### src/design/dpba_pkg.sv
// shared types, codes and helpers for the dual pool bitmap allocator
package dpba_pkg;

  // default pool sizes in entries
  localparam int BLOCK_BITS_DEF = 128;
  localparam int INODE_BITS_DEF = 32;

  // width of a pool size when compared against an entry number
  localparam int SIZE_W = 11;

  // request kinds
  localparam logic [1:0] K_ALLOC = 2'd0;
  localparam logic [1:0] K_FREE  = 2'd1;
  localparam logic [1:0] K_MARK  = 2'd2;

  // result status codes
  localparam logic [1:0] ST_OK    = 2'd0;
  localparam logic [1:0] ST_FULL  = 2'd1;
  localparam logic [1:0] ST_RANGE = 2'd2;
  localparam logic [1:0] ST_SAME  = 2'd3;

  // classified operation passed from front to back
  typedef enum logic [2:0] {
    OP_ALLOC,
    OP_FREE,
    OP_MARK,
    OP_RANGE,
    OP_NOP
  } op_t;

  typedef struct packed {
    op_t        op;
    logic       pool;
    logic [7:0] num;
  } cmd_t;

  typedef struct packed {
    logic [7:0] entry;
    logic [1:0] status;
    logic [7:0] free_left;
  } res_t;

  typedef struct packed {
    logic       none;
    logic [2:0] pos;
  } ffz_t;

  // lowest clear bit of a byte, lsb first
  function automatic ffz_t ffz8(input logic [7:0] w);
    ffz_t r;
    r.none = 1'b1;
    r.pos  = 3'd0;
    for (int b = 7; b >= 0; b--) begin
      if (!w[b]) begin
        r.none = 1'b0;
        r.pos  = 3'(b);
      end
    end
    return r;
  endfunction

endpackage

### src/design/dpba_fifo.sv
// two-entry register queue used between stages
module dpba_fifo #(
  parameter int WIDTH = 8
) (
  input  logic             clk,
  input  logic             rst,
  input  logic             wr_en,
  input  logic [WIDTH-1:0] wr_data,
  output logic             full,
  input  logic             rd_en,
  output logic [WIDTH-1:0] rd_data,
  output logic             empty
);

  logic [WIDTH-1:0] slots [2];
  logic             wr_ptr;
  logic             rd_ptr;
  logic [1:0]       count;
  logic             do_wr;
  logic             do_rd;

  assign full    = (count == 2'd2);
  assign empty   = (count == 2'd0);
  assign do_wr   = wr_en && !full;
  assign do_rd   = rd_en && !empty;
  assign rd_data = slots[rd_ptr];

  // pointers and fill count
  always_ff @(posedge clk) begin
    if (rst) begin
      wr_ptr <= 1'b0;
      rd_ptr <= 1'b0;
      count  <= 2'd0;
    end else begin
      if (do_wr) wr_ptr <= !wr_ptr;
      if (do_rd) rd_ptr <= !rd_ptr;
      if (do_wr && !do_rd) begin
        count <= count + 2'd1;
      end else if (do_rd && !do_wr) begin
        count <= count - 2'd1;
      end
    end
  end

  // storage
  always_ff @(posedge clk) begin
    if (do_wr) slots[wr_ptr] <= wr_data;
  end

endmodule

### src/design/dpba_front.sv
// front end: takes requests, classifies them and queues them for the back end
module dpba_front #(
  parameter int BLOCK_BITS = dpba_pkg::BLOCK_BITS_DEF,
  parameter int INODE_BITS = dpba_pkg::INODE_BITS_DEF
) (
  input  logic            clk,
  input  logic            rst,
  input  logic            push,
  input  logic [1:0]      kind,
  input  logic            pool,
  input  logic [7:0]      number,
  output logic            full,
  output logic            cmd_valid,
  output dpba_pkg::cmd_t  cmd,
  input  logic            cmd_take
);

  localparam logic [dpba_pkg::SIZE_W-1:0] BSIZE = dpba_pkg::SIZE_W'(BLOCK_BITS);
  localparam logic [dpba_pkg::SIZE_W-1:0] ISIZE = dpba_pkg::SIZE_W'(INODE_BITS);
  localparam int CMD_W = $bits(dpba_pkg::cmd_t);

  dpba_pkg::cmd_t             cls;
  logic                       num_out;
  logic [dpba_pkg::SIZE_W-1:0] num_wide;
  logic [CMD_W-1:0]           rd_data;
  logic                       empty;

  // range check against the addressed pool
  assign num_wide = dpba_pkg::SIZE_W'(number);
  assign num_out  = (number == 8'd0) || (pool ? (num_wide > ISIZE) : (num_wide > BSIZE));

  // classify the request
  always_comb begin
    cls.pool = pool;
    cls.num  = number;
    case (kind)
      dpba_pkg::K_ALLOC: cls.op = dpba_pkg::OP_ALLOC;
      dpba_pkg::K_FREE:  cls.op = num_out ? dpba_pkg::OP_RANGE : dpba_pkg::OP_FREE;
      dpba_pkg::K_MARK:  cls.op = num_out ? dpba_pkg::OP_RANGE : dpba_pkg::OP_MARK;
      default:           cls.op = dpba_pkg::OP_NOP;
    endcase
  end

  // command queue towards the back end
  dpba_fifo #(
    .WIDTH(CMD_W)
  ) u_cmd_q (
    .clk    (clk),
    .rst    (rst),
    .wr_en  (push),
    .wr_data(cls),
    .full   (full),
    .rd_en  (cmd_take),
    .rd_data(rd_data),
    .empty  (empty)
  );

  assign cmd_valid = !empty;
  assign cmd       = dpba_pkg::cmd_t'(rd_data);

endmodule

### src/design/dpba_back.sv
// back end: holds both bitmaps and free counts and carries out commands
module dpba_back #(
  parameter int BLOCK_BITS = dpba_pkg::BLOCK_BITS_DEF,
  parameter int INODE_BITS = dpba_pkg::INODE_BITS_DEF
) (
  input  logic            clk,
  input  logic            rst,
  input  logic            cmd_valid,
  input  dpba_pkg::cmd_t  cmd,
  output logic            cmd_take,
  input  logic            res_ready,
  output logic            res_valid,
  output dpba_pkg::res_t  res
);

  localparam int BWORDS = (BLOCK_BITS + 7) / 8;
  localparam int IWORDS = (INODE_BITS + 7) / 8;
  localparam int BIW    = (BWORDS > 1) ? $clog2(BWORDS) : 1;
  localparam int IIW    = (IWORDS > 1) ? $clog2(IWORDS) : 1;
  localparam int SW     = (BIW > IIW) ? BIW : IIW;
  localparam int BIX    = $clog2(BLOCK_BITS);
  localparam int IIX    = $clog2(INODE_BITS);
  localparam int BCW    = $clog2(BLOCK_BITS + 1);
  localparam int ICW    = $clog2(INODE_BITS + 1);

  typedef enum logic [1:0] {
    S_IDLE = 2'b01,
    S_SCAN = 2'b10
  } state_t;

  state_t                state;
  state_t                state_next;
  logic [SW-1:0]         scan_w;
  logic [SW-1:0]         scan_w_next;
  logic                  scan_pool;
  logic                  scan_pool_next;
  logic [BLOCK_BITS-1:0] block_map;
  logic [INODE_BITS-1:0] inode_map;
  logic [BCW-1:0]        block_free;
  logic [BCW-1:0]        block_free_next;
  logic [ICW-1:0]        inode_free;
  logic [ICW-1:0]        inode_free_next;

  logic [BWORDS*8-1:0]   bpad;
  logic [IWORDS*8-1:0]   ipad;
  logic [7:0]            bword;
  logic [7:0]            iword;
  dpba_pkg::ffz_t        zf;
  logic                  last_word;
  logic [7:0]            num_m1;
  logic [BIX-1:0]        b_num_bit;
  logic [IIX-1:0]        i_num_bit;
  logic [BIX-1:0]        b_alloc_bit;
  logic [IIX-1:0]        i_alloc_bit;
  logic [BIX-1:0]        b_wr_bit;
  logic [IIX-1:0]        i_wr_bit;
  logic [SW+3:0]         alloc_num;
  logic                  cur_bit;
  logic                  want;
  logic                  wr_en;
  logic                  wr_val;
  logic                  pool_sel;
  logic [7:0]            res_entry;
  logic [1:0]            res_status;
  logic [7:0]            res_free;

  // padding past the pool end reads as used
  assign bpad = ~((BWORDS*8)'(~block_map));
  assign ipad = ~((IWORDS*8)'(~inode_map));

  // scan word of each pool and its lowest clear bit
  assign bword     = bpad[{BIW'(scan_w), 3'b000} +: 8];
  assign iword     = ipad[{IIW'(scan_w), 3'b000} +: 8];
  assign zf        = dpba_pkg::ffz8(scan_pool ? iword : bword);
  assign last_word = scan_pool ? (scan_w == SW'(IWORDS - 1)) : (scan_w == SW'(BWORDS - 1));

  assign b_alloc_bit = BIX'({BIW'(scan_w), zf.pos});
  assign i_alloc_bit = IIX'({IIW'(scan_w), zf.pos});
  assign alloc_num   = {1'b0, scan_w, zf.pos} + (SW+4)'(1);

  // direct access for free and mark
  assign num_m1    = cmd.num - 8'd1;
  assign b_num_bit = BIX'(num_m1);
  assign i_num_bit = IIX'(num_m1);
  assign cur_bit   = cmd.pool ? inode_map[i_num_bit] : block_map[b_num_bit];
  assign want      = (cmd.op == dpba_pkg::OP_MARK);

  assign pool_sel = (state == S_SCAN) ? scan_pool : cmd.pool;
  assign b_wr_bit = (state == S_SCAN) ? b_alloc_bit : b_num_bit;
  assign i_wr_bit = (state == S_SCAN) ? i_alloc_bit : i_num_bit;

  // command sequencing and result forming
  always_comb begin
    state_next     = state;
    scan_w_next    = scan_w;
    scan_pool_next = scan_pool;
    cmd_take       = 1'b0;
    res_valid      = 1'b0;
    wr_en          = 1'b0;
    wr_val         = 1'b0;
    res_entry      = 8'd0;
    res_status     = dpba_pkg::ST_OK;
    case (state)
      S_IDLE: begin
        if (cmd_valid && res_ready) begin
          cmd_take = 1'b1;
          case (cmd.op)
            dpba_pkg::OP_ALLOC: begin
              state_next     = S_SCAN;
              scan_w_next    = '0;
              scan_pool_next = cmd.pool;
            end
            dpba_pkg::OP_FREE, dpba_pkg::OP_MARK: begin
              res_valid = 1'b1;
              if (cur_bit == want) begin
                res_status = dpba_pkg::ST_SAME;
              end else begin
                wr_en     = 1'b1;
                wr_val    = want;
                res_entry = cmd.num;
              end
            end
            dpba_pkg::OP_RANGE: begin
              res_valid  = 1'b1;
              res_status = dpba_pkg::ST_RANGE;
            end
            default: begin
              res_valid = 1'b1;
            end
          endcase
        end
      end
      S_SCAN: begin
        if (res_ready) begin
          if (!zf.none) begin
            res_valid  = 1'b1;
            wr_en      = 1'b1;
            wr_val     = 1'b1;
            res_entry  = 8'(alloc_num);
            state_next = S_IDLE;
          end else if (last_word) begin
            res_valid  = 1'b1;
            res_status = dpba_pkg::ST_FULL;
            state_next = S_IDLE;
          end else begin
            scan_w_next = scan_w + SW'(1);
          end
        end
      end
      default: begin
        state_next = S_IDLE;
      end
    endcase
  end

  // free counts after this cycle's update
  always_comb begin
    block_free_next = block_free;
    inode_free_next = inode_free;
    if (wr_en && !pool_sel) begin
      block_free_next = wr_val ? block_free - BCW'(1) : block_free + BCW'(1);
    end
    if (wr_en && pool_sel) begin
      inode_free_next = wr_val ? inode_free - ICW'(1) : inode_free + ICW'(1);
    end
    res_free = pool_sel ? 8'(inode_free_next) : 8'(block_free_next);
  end

  assign res = {res_entry, res_status, res_free};

  // control state, bitmaps and counts
  always_ff @(posedge clk) begin
    if (rst) begin
      state      <= S_IDLE;
      block_map  <= '0;
      inode_map  <= '0;
      block_free <= BCW'(BLOCK_BITS);
      inode_free <= ICW'(INODE_BITS);
    end else begin
      state      <= state_next;
      block_free <= block_free_next;
      inode_free <= inode_free_next;
      if (wr_en && !pool_sel) block_map[b_wr_bit] <= wr_val;
      if (wr_en && pool_sel) inode_map[i_wr_bit] <= wr_val;
    end
  end

  // scan position
  always_ff @(posedge clk) begin
    scan_w    <= scan_w_next;
    scan_pool <= scan_pool_next;
  end

endmodule

### src/design/dual_pool_bitmap_allocator.sv
// top level of the dual pool bitmap allocator
//
//  channel   | handshake       | fields
//  ----------+-----------------+------------------------------
//  request   | push / full     | kind[1:0] pool number[7:0]
//  result    | pop / empty     | entry[7:0] status[1:0] free_left[7:0]
//
// free, mark, out-of-range and unused kinds are carried out from the idle state
// allocate scans the pool a byte at a time, 1 to ceil(pool size / 8) bytes,
// with the byte-wide find-first-zero scanner in the back end
// a request passes from the command queue through the back end into the result
// queue; an allocate also passes through the back end's scan state
// rst clears both bitmaps and reloads the free counts
// full rises when the two-entry command queue holds two requests; the back end
// waits while the two-entry result queue is full
module dual_pool_bitmap_allocator #(
  parameter int BLOCK_BITS = dpba_pkg::BLOCK_BITS_DEF,
  parameter int INODE_BITS = dpba_pkg::INODE_BITS_DEF
) (
  input  logic       clk,
  input  logic       rst,
  input  logic       push,
  output logic       full,
  input  logic [1:0] kind,
  input  logic       pool,
  input  logic [7:0] number,
  output logic       empty,
  input  logic       pop,
  output logic [7:0] entry,
  output logic [1:0] status,
  output logic [7:0] free_left
);

  localparam int RES_W = $bits(dpba_pkg::res_t);

  logic             cmd_valid;
  dpba_pkg::cmd_t   cmd;
  logic             cmd_take;
  logic             res_valid;
  dpba_pkg::res_t   res;
  logic             res_full;
  logic [RES_W-1:0] res_rd;
  dpba_pkg::res_t   res_out;

  // request classification and command queue
  dpba_front #(
    .BLOCK_BITS(BLOCK_BITS),
    .INODE_BITS(INODE_BITS)
  ) u_front (
    .clk      (clk),
    .rst      (rst),
    .push     (push),
    .kind     (kind),
    .pool     (pool),
    .number   (number),
    .full     (full),
    .cmd_valid(cmd_valid),
    .cmd      (cmd),
    .cmd_take (cmd_take)
  );

  // bitmap execution
  dpba_back #(
    .BLOCK_BITS(BLOCK_BITS),
    .INODE_BITS(INODE_BITS)
  ) u_back (
    .clk      (clk),
    .rst      (rst),
    .cmd_valid(cmd_valid),
    .cmd      (cmd),
    .cmd_take (cmd_take),
    .res_ready(!res_full),
    .res_valid(res_valid),
    .res      (res)
  );

  // result queue
  dpba_fifo #(
    .WIDTH(RES_W)
  ) u_res_q (
    .clk    (clk),
    .rst    (rst),
    .wr_en  (res_valid),
    .wr_data(res),
    .full   (res_full),
    .rd_en  (pop),
    .rd_data(res_rd),
    .empty  (empty)
  );

  assign res_out   = dpba_pkg::res_t'(res_rd);
  assign entry     = res_out.entry;
  assign status    = res_out.status;
  assign free_left = res_out.free_left;

  // back end only takes a command that is there
  a_take_valid: assert property (@(posedge clk) disable iff (rst)
    cmd_take |-> cmd_valid)
    else $error("command taken from empty queue");

  // no result transfer into a full result queue
  a_res_room: assert property (@(posedge clk) disable iff (rst)
    res_valid |-> !res_full)
    else $error("result pushed into full queue");

  // a failed operation reports entry zero
  a_fail_zero: assert property (@(posedge clk) disable iff (rst)
    res_valid && (res.status != dpba_pkg::ST_OK) |-> (res.entry == 8'd0))
    else $error("failed operation with nonzero entry");

  // a full pool has no free entries left
  a_full_count: assert property (@(posedge clk) disable iff (rst)
    res_valid && (res.status == dpba_pkg::ST_FULL) |-> (res.free_left == 8'd0))
    else $error("pool full with free entries counted");

endmodule
### config.mk
export PLATFORM = sky130hd
export DESIGN_NAME = dual_pool_bitmap_allocator
export DESIGN_NICKNAME = d
export VERILOG_FILES = /design/src/design/dpba_pkg.sv /design/src/design/dpba_fifo.sv /design/src/design/dpba_front.sv /design/src/design/dpba_back.sv /design/src/design/dual_pool_bitmap_allocator.sv
export SDC_FILE = /design/constraint.sdc
export NUM_CORES = 1
export LEC_CHECK = 0
export BUFFER_PORTS_ARGS = -buffer_cell sky130_fd_sc_hd__buf_4
export CELL_PAD_IN_SITES_DETAIL_PLACEMENT = 1
export CELL_PAD_IN_SITES_GLOBAL_PLACEMENT = 2
export CORE_ASPECT_RATIO = 0.8
export CORE_MARGIN = 1.5
export CORE_UTILIZATION = 40
export DETAILED_ROUTE_END_ITERATION = 7
export PLACE_DENSITY_LB_ADDON = 0.1
export SLEW_MARGIN = 5
export SYNTH_ARGS = -nofsm -noshare
export SYNTH_HDL_FRONTEND = slang
export SYNTH_HIERARCHICAL = 1
export SYNTH_SLANG_ARGS = --single-unit
### constraint.sdc
create_clock -name clk -period 8.45 [get_ports clk]
set_input_delay 1.69 -clock clk [delete_from_list [all_inputs] [get_ports clk]]
set_output_delay 1.69 -clock clk [all_outputs]
set_load 0.05 [all_outputs]
Word-level counts from Yosys, hierarchy flattened
Memories as Yosys holds them, arrays and structs flattened. A register that Yosys moved wholly into a read port is not among the register bits.
Index checks and enable logic that the tools add are counted.
{"block": "word_totals", "input_bits": 15, "output_inout_bits": 20, "ram_bits": 60, "register_bits": 189, "n_memories": 2}
{"block": "classes", "n_lt_le_gt_ge": 8, "shifts": 2, "n_mux": 88, "n_reduce_logical": 39, "add_sub_neg": 11, "n_eq_ne": 18, "bitwise": 4}
{"name": "u_res_q.slots", "depth": 2, "word_bits": 18, "read_ports": 1, "rd_clocked_by_memory_dff": 1, "write_ports": 1, "line_no": "dpba_fifo.sv:15", "text": "logic [WIDTH-1:0] slots [2];"}
{"name": "u_front.u_cmd_q.slots", "depth": 2, "word_bits": 12, "read_ports": 1, "rd_clocked_by_memory_dff": 1, "write_ports": 1, "line_no": "dpba_fifo.sv:15"}
{"op": "128-bit inverter", "count": 2}
{"op": "128-bit bitwise mux", "count": 1}
{"op": "128-bit by 8-bit indexed part select with 8-bit output", "count": 1}
{"op": "8-bit 2-to-1 mux", "count": 9}
{"op": "32-bit inverter", "count": 2}
{"op": "4-bit 2-to-1 mux", "count": 13}
{"op": "1-bit 2-to-1 mux", "count": 33}
{"op": "32-bit bitwise mux", "count": 1}
{"op": "32-bit by 6-bit indexed part select with 8-bit output", "count": 1}
{"op": "2-bit 2-to-1 mux", "count": 14}
{"op": "7-bit by 8-bit less-than comparator with 1-bit output (second input constant)", "count": 2}
{"op": "8-bit case mux with 2 select lines", "count": 1}
{"op": "1-bit logical AND", "count": 13}
{"op": "1-bit zero test", "count": 13}
{"op": "5-bit by 6-bit less-than comparator with 1-bit output (second input constant)", "count": 2}
{"op": "6-bit 2-to-1 mux", "count": 2}
{"op": "2-bit case mux with 2 select lines", "count": 3}
{"op": "3-bit case mux with 3 select lines", "count": 1}
{"op": "7-bit by 1-bit adder with 8-bit output (second input constant)", "count": 1}
{"op": "8-bit by 1-bit adder with 8-bit output (second input constant)", "count": 1}
{"op": "2-bit equality test (second input constant)", "count": 4}
{"op": "8-bit by 6-bit greater-than comparator with 1-bit output (second input constant)", "count": 1}
{"op": "8-bit greater-than comparator (second input constant)", "count": 1}
{"op": "8-bit zero test", "count": 1}
{"op": "34 further kinds", "count": 47}

Logic depth before layout (Yosys ltp)
Gate-level depths: netlist (run 1).
{"block": "depth", "ltp_word": 20, "mapped_depth": 28, "depth_no_buf": 22}

By module
Netlist (run 1), hierarchy kept.
{"mod": "dpba_back", "seq_area_each_um2": 3673.5, "cells_each": 1298, "area_per_inst_um2": 12011.5, "n_inst": 1}
{"mod": "dpba_fifo at u_res_q", "seq_area_each_um2": 1181.1, "cells_each": 81, "area_per_inst_um2": 1514.0, "n_inst": 1}
{"mod": "dpba_fifo at u_front.u_cmd_q", "seq_area_each_um2": 820.8, "cells_each": 62, "area_per_inst_um2": 1078.5, "n_inst": 1}
{"mod": "dpba_front", "seq_area_each_um2": 0.0, "cells_each": 15, "area_per_inst_um2": 88.8, "n_inst": 1}
{"mod": "dual_pool_bitmap_allocator", "seq_area_each_um2": 0.0, "cells_each": 1, "area_per_inst_um2": 3.8, "n_inst": 1}

Worst setup path after synthesis (run 1)
OpenSTA, ideal clock, no wires.
{"block": "synth_timing", "kind": "register to register", "from": "register with a tool-made name", "to": "memory u_res_q/slots[0][5] in the netlist's numbering (data pin)", "n_path_buf": 6, "required_ps": 8287, "t_arrival_ps": 7002, "setup_slack_ps": 1285, "stages_incl_launch_ff": 29, "period_less_slack_ps": 7165, "path_cell_list": "dfxtp_1 buf_2 mux2_2 buf_2 buf_1 buf_1 inv_1 ha_1 clkbuf_1 clkbuf_1 mux4_2 mux4_2 mux4_2 mux2_2 o21ai_0 ha_1 and2_1 o21ai_2 inv_1 ha_1 a21o_1 a21oi_1 o21bai_1 a21oi_1 nor3_1 a31oi_1 nand2_1 or4_1 a31oi_1"}
{"element": "end: declaration", "line_no": "dpba_fifo.sv:15"}

==> results.toml, run 1 <==
[run_status]
status = "complete, no violations"

[global_route]
grt_pass1_vias = 11900
grt_first_pass_wirelength_microns = 72500
grt_max_degree = 97
grt-ovfl-total = 0
track_usage_pct = 24.4
antenna_found_initial = 0

[sta]
fin_crit_ns = 7.17
fin_ws_ns = 1.28
hold_viol_final = 0
skew_ns = 0.0203
worstMarginPinSlew_ns = 1.18
tns_ns = 0
maxSlewHeadroom_pct = 21.2
slew_violations = 0
fin_crit_sh_pct = 84.8
rsz0062_at_grt = "no"
setup_viol = 0
fmax_ghz = 0.139

[routing]
viasPerCell = 6.11
routed_wl_microns = 45800
dr.pass1.iters = 5
drc = 0
first_iter_violations = 894
vias = 11600
wl_per_cell_microns = 24.1
drt.antenna.violating_nets = 0

[synth]
synth_area_sq_um = 14700
syn_inst = 1457
synth-seq-cells = 251
async_flop_share_pct = 0
yosys.area.top_type = "dfxtp_1"
synth_edf_count = 65
synth-seq-area-share_pct = 38.6
ys.warnings.count = 6
yosys.cell_types.count = 68
synth_nets = 1492
synth_area_leaders = "dfxtp_1 25%, edfxtp_1 13%, mux2i_1 9.7%"
synth_top_area_share_pct = 25.3
syn_avg_cell_area_sq_um = 10.1
synth_ff_type = "dfxtp_1"

[die]
rows = 62
core_sq_um = 36100
dieArea_sq_um = 37900
die_x_microns = 217
ios = 35
start_util_pct = 40.7
die_h_microns = 174

[cts]
cts_sinks = 251
postCtsSetupBuffers = 0
cts-htree-levels = 1
path_clk_slew_ns = 0.06
clk_root_buffer_cell = "clkbuf_16"
cts.path.max_buffers = 3
clk_latency_ns = 0.58
cts_made_buffers = 28
post_cts_resized = 0
cts_tree = "done"
postCtsHoldBufs = 0

[placed_design]
gp_congestion = 0.831
dp_hpwl_microns = 30300
dp_slack_ns = 1.26
port_buffers = 34

[hold_path]
hold_depth = 2
min_path_type = "reg2reg"

[setup_path]
crit_chain = "mux2_4 -> inv_1 -> ha_2 -> mux4_2 -> mux4_2 -> mux4_2 -> mux2_2 -> o21ai_0 -> ha_1 -> and2_1 -> o21ai_4 -> inv_1 -> ha_1 -> a21o_1 -> a21oi_1 -> o21bai_1 -> a21oi_1 -> nor3_1 -> a31oi_1 -> nand2_1 -> or4_1 -> a31oi_1"
crit_slowest_cell = "ha_2"
reg2reg_slack_ns = 1.28
cp.required_ns = 8.85
worstSetupStartpointType = "flop"
cp_top_family = "multiplexers"
end_kind = "flop"
r2r_end = "u_res_q/slots[0][5]"
path_class = "reg2reg"
max_stage_delay_ns = 0.91
crit_end = "u_res_q/slots[0][5]"
cp.arrival_ns = 7.57
crit_buf_inv = 2
worst-path-stages = 22
reg2regPathDepth = 22
cp_max_fo = 33
crit_top_cell = "mux4_2"

[power_and_ir_drop]
leakage_nw = 5.26
vdd_drop_max_v = 0.000170
power.density_nw_per_um2 = 288

[final_layout]
areaGrowthSynthToFinish_pct = 9.56
final_cell_mix = "186 x dfxtp_1, 143 x mux2i_1, 100 x o31ai_1"
drive_above_1_share_pct = 16.0
final_common_cell = "dfxtp_1"
diodes = 0
fill_cells = 3947
final_nets = 1441

[flow_run]
drv_cap = 0
## worst reg2reg max path: cells and delay by family (launching register included)
| family | cells | cell delay, ns |
|---|---|---|
| mux | 5 | 2.21 |
| flops | 1 | 0.45 |
| buf+inv | 2 | 0.50 |
| simple gates | 4 | 0.84 |
| compound gates | 8 | 1.56 |
| fa+ha+maj | 3 | 1.46 |
## how the worst min path moves through the flow
stage	slack (ns)	endpoint	from
after detailed placement	0.48	u_back/block_map[35]	u_back/block_map[35]
after floorplan	0.45	u_back/block_map[12]	u_back/block_map[12]
final	0.49	u_back/block_map[29]	u_back/block_map[29]
after CTS	0.49	u_back/block_map[35]	u_back/block_map[35]
after global placement	0.47	u_res_q/wr_ptr	u_res_q/wr_ptr
after global routing	0.51	u_back/block_map[35]	u_back/block_map[35]
## flip-flops by register name, indices dropped and copies added, names as in the netlist, 4 cells and up, named ones only
signal	count
u_back/block_free	8
u_front/u_cmd_q/slots	24
u_back/inode_map	32
u_back/inode_free	6
u_back/scan_w	4
u_back/block_map	128
u_res_q/slots	36
## through the flow
stage | area, sq um | total power, mW | instances | util, % | hold WS, ns
after detailed placement | 15200 | 3.48 | 1856 | 42.3 | 0.484
after floorplan | 14700 | 2.88 | 1457 | - | 0.450
after global placement | 15200 | 3.45 | 1856 | 42.3 | 0.468
final | 16100 | 4.63 | 1902 | 44.6 | 0.489
after CTS | 16100 | 4.67 | 1902 | 44.6 | 0.493
after global routing | 16100 | 4.88 | 1902 | 44.6 | 0.510
## cell usage after synthesis (5+ instances only)
master and count:
dfxtp_1 186, mux2i_1 143, o31ai_1 100, clkbuf_1 96, a21oi_1 92, nand2b_1 78
nor3_1 71, or4_1 67, edfxtp_1 65, mux4_2 57, nor2_1 52, o21ai_0 51
nand2_1 47, mux2_2 45, nor2b_1 38, buf_2 26, inv_1 24, ha_1 18
xnor2_1 18, a22oi_1 16, nand3_1 13, nand4_1 13, xor2_1 11, and2_1 10
o2111ai_1 10, buf_1 8, a31oi_1 7, or3_1 7, o211ai_1 6, o21bai_1 5
## power by group
group          switching, mW  total (mW)  internal (mW)
combinational           1.43        2.02          0.596
sequential            0.0829        1.43           1.35
clock                  0.510        1.18          0.673
## layer usage
| layer | vias up | global-route usage, % | wire, microns |
|---|---|---|---|
| li1 | 5452 | - | - |
| met3 | 66 | 3.18 | 1780 |
| met4 | 0 | 5.50 | 967 |
| met1 | 5889 | 35.0 | 22000 |
| met2 | 214 | 39.2 | 21000 |
| met5 | - | 0 | 0 |
## kinds of logic after synthesis
| logic type | after synthesis | synth area share, % |
|---|---|---|
| AND/OR/NAND/NOR | 418 | 16.3 |
| adder cells (fa/ha/maj) | 20 | 1.80 |
| multiplexers | 245 | 21.9 |
| flip-flops | 251 | 38.6 |
| AO/OA/AOI/OAI | 332 | 14.9 |
| XOR/XNOR | 29 | 1.73 |
| buffers and inverters | 162 | 4.69 |
## area by class of cell
cell class,instances,area (sq um),share of cell area (%)
Multi-Input combinational cell,1044,8440,52.4
Sequential cell,251,5680,35.2
Clock buffer,36,741,4.60
Tap cell,480,601,3.73
Timing Repair Buffer,57,440,2.74
Clock inverter,10,113,0.699
Inverter,24,90.1,0.559
No activity file was read; power rests on OpenSTA's default activity.
==> inputs of run 2 (changes only) <==
- clock period: 8.45 -> 6.9 ns (I/O delays scaled with it)
==> results.toml, run 2 (synthesized netlist as in run 1, its figures left out) <==
[placed_design]
dp_hpwl_microns = 30900
port_buffers = 34
gp_congestion = 0.842

[flow_run]
drv_cap = 0

[sta]
slew_violations = 0
tns_ns = 0
fin_crit_ns = 6.47
fin_crit_sh_pct = 93.8
rsz0062_at_grt = "no"
maxSlewHeadroom_pct = 28.0
whs_ns = 0.488
hold_viol_final = 0
skew_ns = 0.0205
fmax_ghz = 0.155
setup_viol = 0
worstMarginPinSlew_ns = 1.08

[final_layout]
final_cell_mix = "186 x dfxtp_1, 143 x mux2i_1, 100 x o31ai_1"
reg.largest.list = "u_back/block_map x128, u_res_q/slots x36, u_back/inode_map x32"
register_area_sq_um = 5680
multi_input_area_sq_um = 8470
regMostFlops = "u_back/block_map"
largest_reg_flops = 128
drive_above_1_share_pct = 17.4
fill_cells = 3937
areaGrowthSynthToFinish_pct = 10.9
diodes = 0
final_common_cell = "dfxtp_1"
final_nets = 1457

[die]
ios = 35
dieArea_sq_um = 37900
rows = 62
die_h_microns = 174
core_sq_um = 36100
start_util_pct = 40.7
die_x_microns = 217

[run_status]
status = "complete, no violations"

[cts]
cts_sinks = 251
cts_tree = "done"
cts_made_buffers = 28
clk_latency_ns = 0.58
cts.path.max_buffers = 3
cts-htree-levels = 1
path_clk_slew_ns = 0.06
postCtsSetupBuffers = 0
clk_root_buffer_cell = "clkbuf_16"

[routing]
wl_per_cell_microns = 24.0
drc = 0
routed_wl_microns = 46100
dr.pass1.iters = 5
first_iter_violations = 846
drt.antenna.violating_nets = 0
vias = 11700
viasPerCell = 6.08

[setup_path]
cp_max_fo = 20
cp.required_ns = 7.29
worstSetupStartpointType = "flop"
cp.arrival_ns = 6.86
path_class = "reg2reg"
end_kind = "flop"

[global_route]
grt_pass1_vias = 11800
grt_max_degree = 90
antenna_found_initial = 0
grt_first_pass_wirelength_microns = 72900
grt-ovfl-total = 0
track_usage_pct = 24.6

[power_and_ir_drop]
vdd_drop_max_v = 0.000255
power.density_nw_per_um2 = 357
leakage_nw = 5.38

[hold_path]
min_path_type = "reg2reg"
==> run 2: final cells by class <==
class | instances | area share [%]
repair buffers | 73 | 3.46
flip-flops and latches | 251 | 34.8
clock buffers | 45 | 5.40
well taps | 480 | 3.68
multi-input cells | 1044 | 52.0
inverters | 24 | 0.553
clock inverters | 4 | 0.123
==> run 2: layer usage <==
layer / routed length (microns) / global-route usage [%]
met1: 22000 / 35.5
met2: 21300 / 39.0
met3: 1930 / 3.45
met4: 943 / 5.27
met5: 0 / 0
==> run 2: power by group <==
group          switching (mW)  total [mW]  internal [mW]
clock network           0.619        1.48          0.864
registers               0.123        1.77           1.65
logic                    1.78        2.56          0.786
total                    2.52        5.82           3.30
==> run 2: repair_timing <==
| item | in CTS | in global routing |
|---|---|---|
| setup endpoints to repair | 0 | 5 |
| resized for setup | 0 | 4 |
| hold buffers | 0 | 0 |
==> run 2: final timing paths <==
check,startpoint,endpoint,slack [ns],cells past startpoint
hold reg to reg,u_back/block_map[28],u_back/block_map[28],0.49,2
setup reg to reg,flop,u_res_q/slots[1][5],0.43,24
setup / recovery,flop,u_res_q/slots[1][5],0.43,24
hold / removal,u_back/block_map[28],u_back/block_map[28],0.49,2
==> run 2: critical path: stages, from the launching register on <==
cell	delay [ns]
dfxtp_1	0.36
buf_4	0.22
mux2_2	0.38
inv_1	0.10
ha_4	0.36
buf_4	0.30
mux4_2	0.32
mux4_2	0.50
mux4_2	0.48
mux2_2	0.32
o21ai_0	0.17
ha_1	0.19
and2_1	0.19
o21ai_4	0.07
inv_1	0.24
ha_1	0.29
a21o_1	0.17
a21oi_1	0.21
o21bai_1	0.10
a21oi_2	0.23
nor3_1	0.07
a31oi_1	0.16
nand2_1	0.08
or4_1	0.50
a31oi_1	0.25
==> run 2: per-stage QoR <==
| step | cell area, sq um | setup WS, ns | std cells | power [mW] | utilization, % |
|---|---|---|---|---|---|
| 6_report | 16300 | 0.428 | 1921 | 5.82 | 45.2 |
| 2_1_floorplan | 14700 | 0.197 | 1457 | 3.52 | - |
| 4_1_cts | 16300 | 0.160 | 1921 | 5.85 | 45.1 |
| 3_3_place_gp | 15400 | 0.413 | 1872 | 4.29 | 42.6 |
| 3_5_place_dp | 15400 | 0.194 | 1872 | 4.35 | 42.6 |
| 5_1_grt | 16300 | 0.0659 | 1921 | 6.12 | 45.2 |
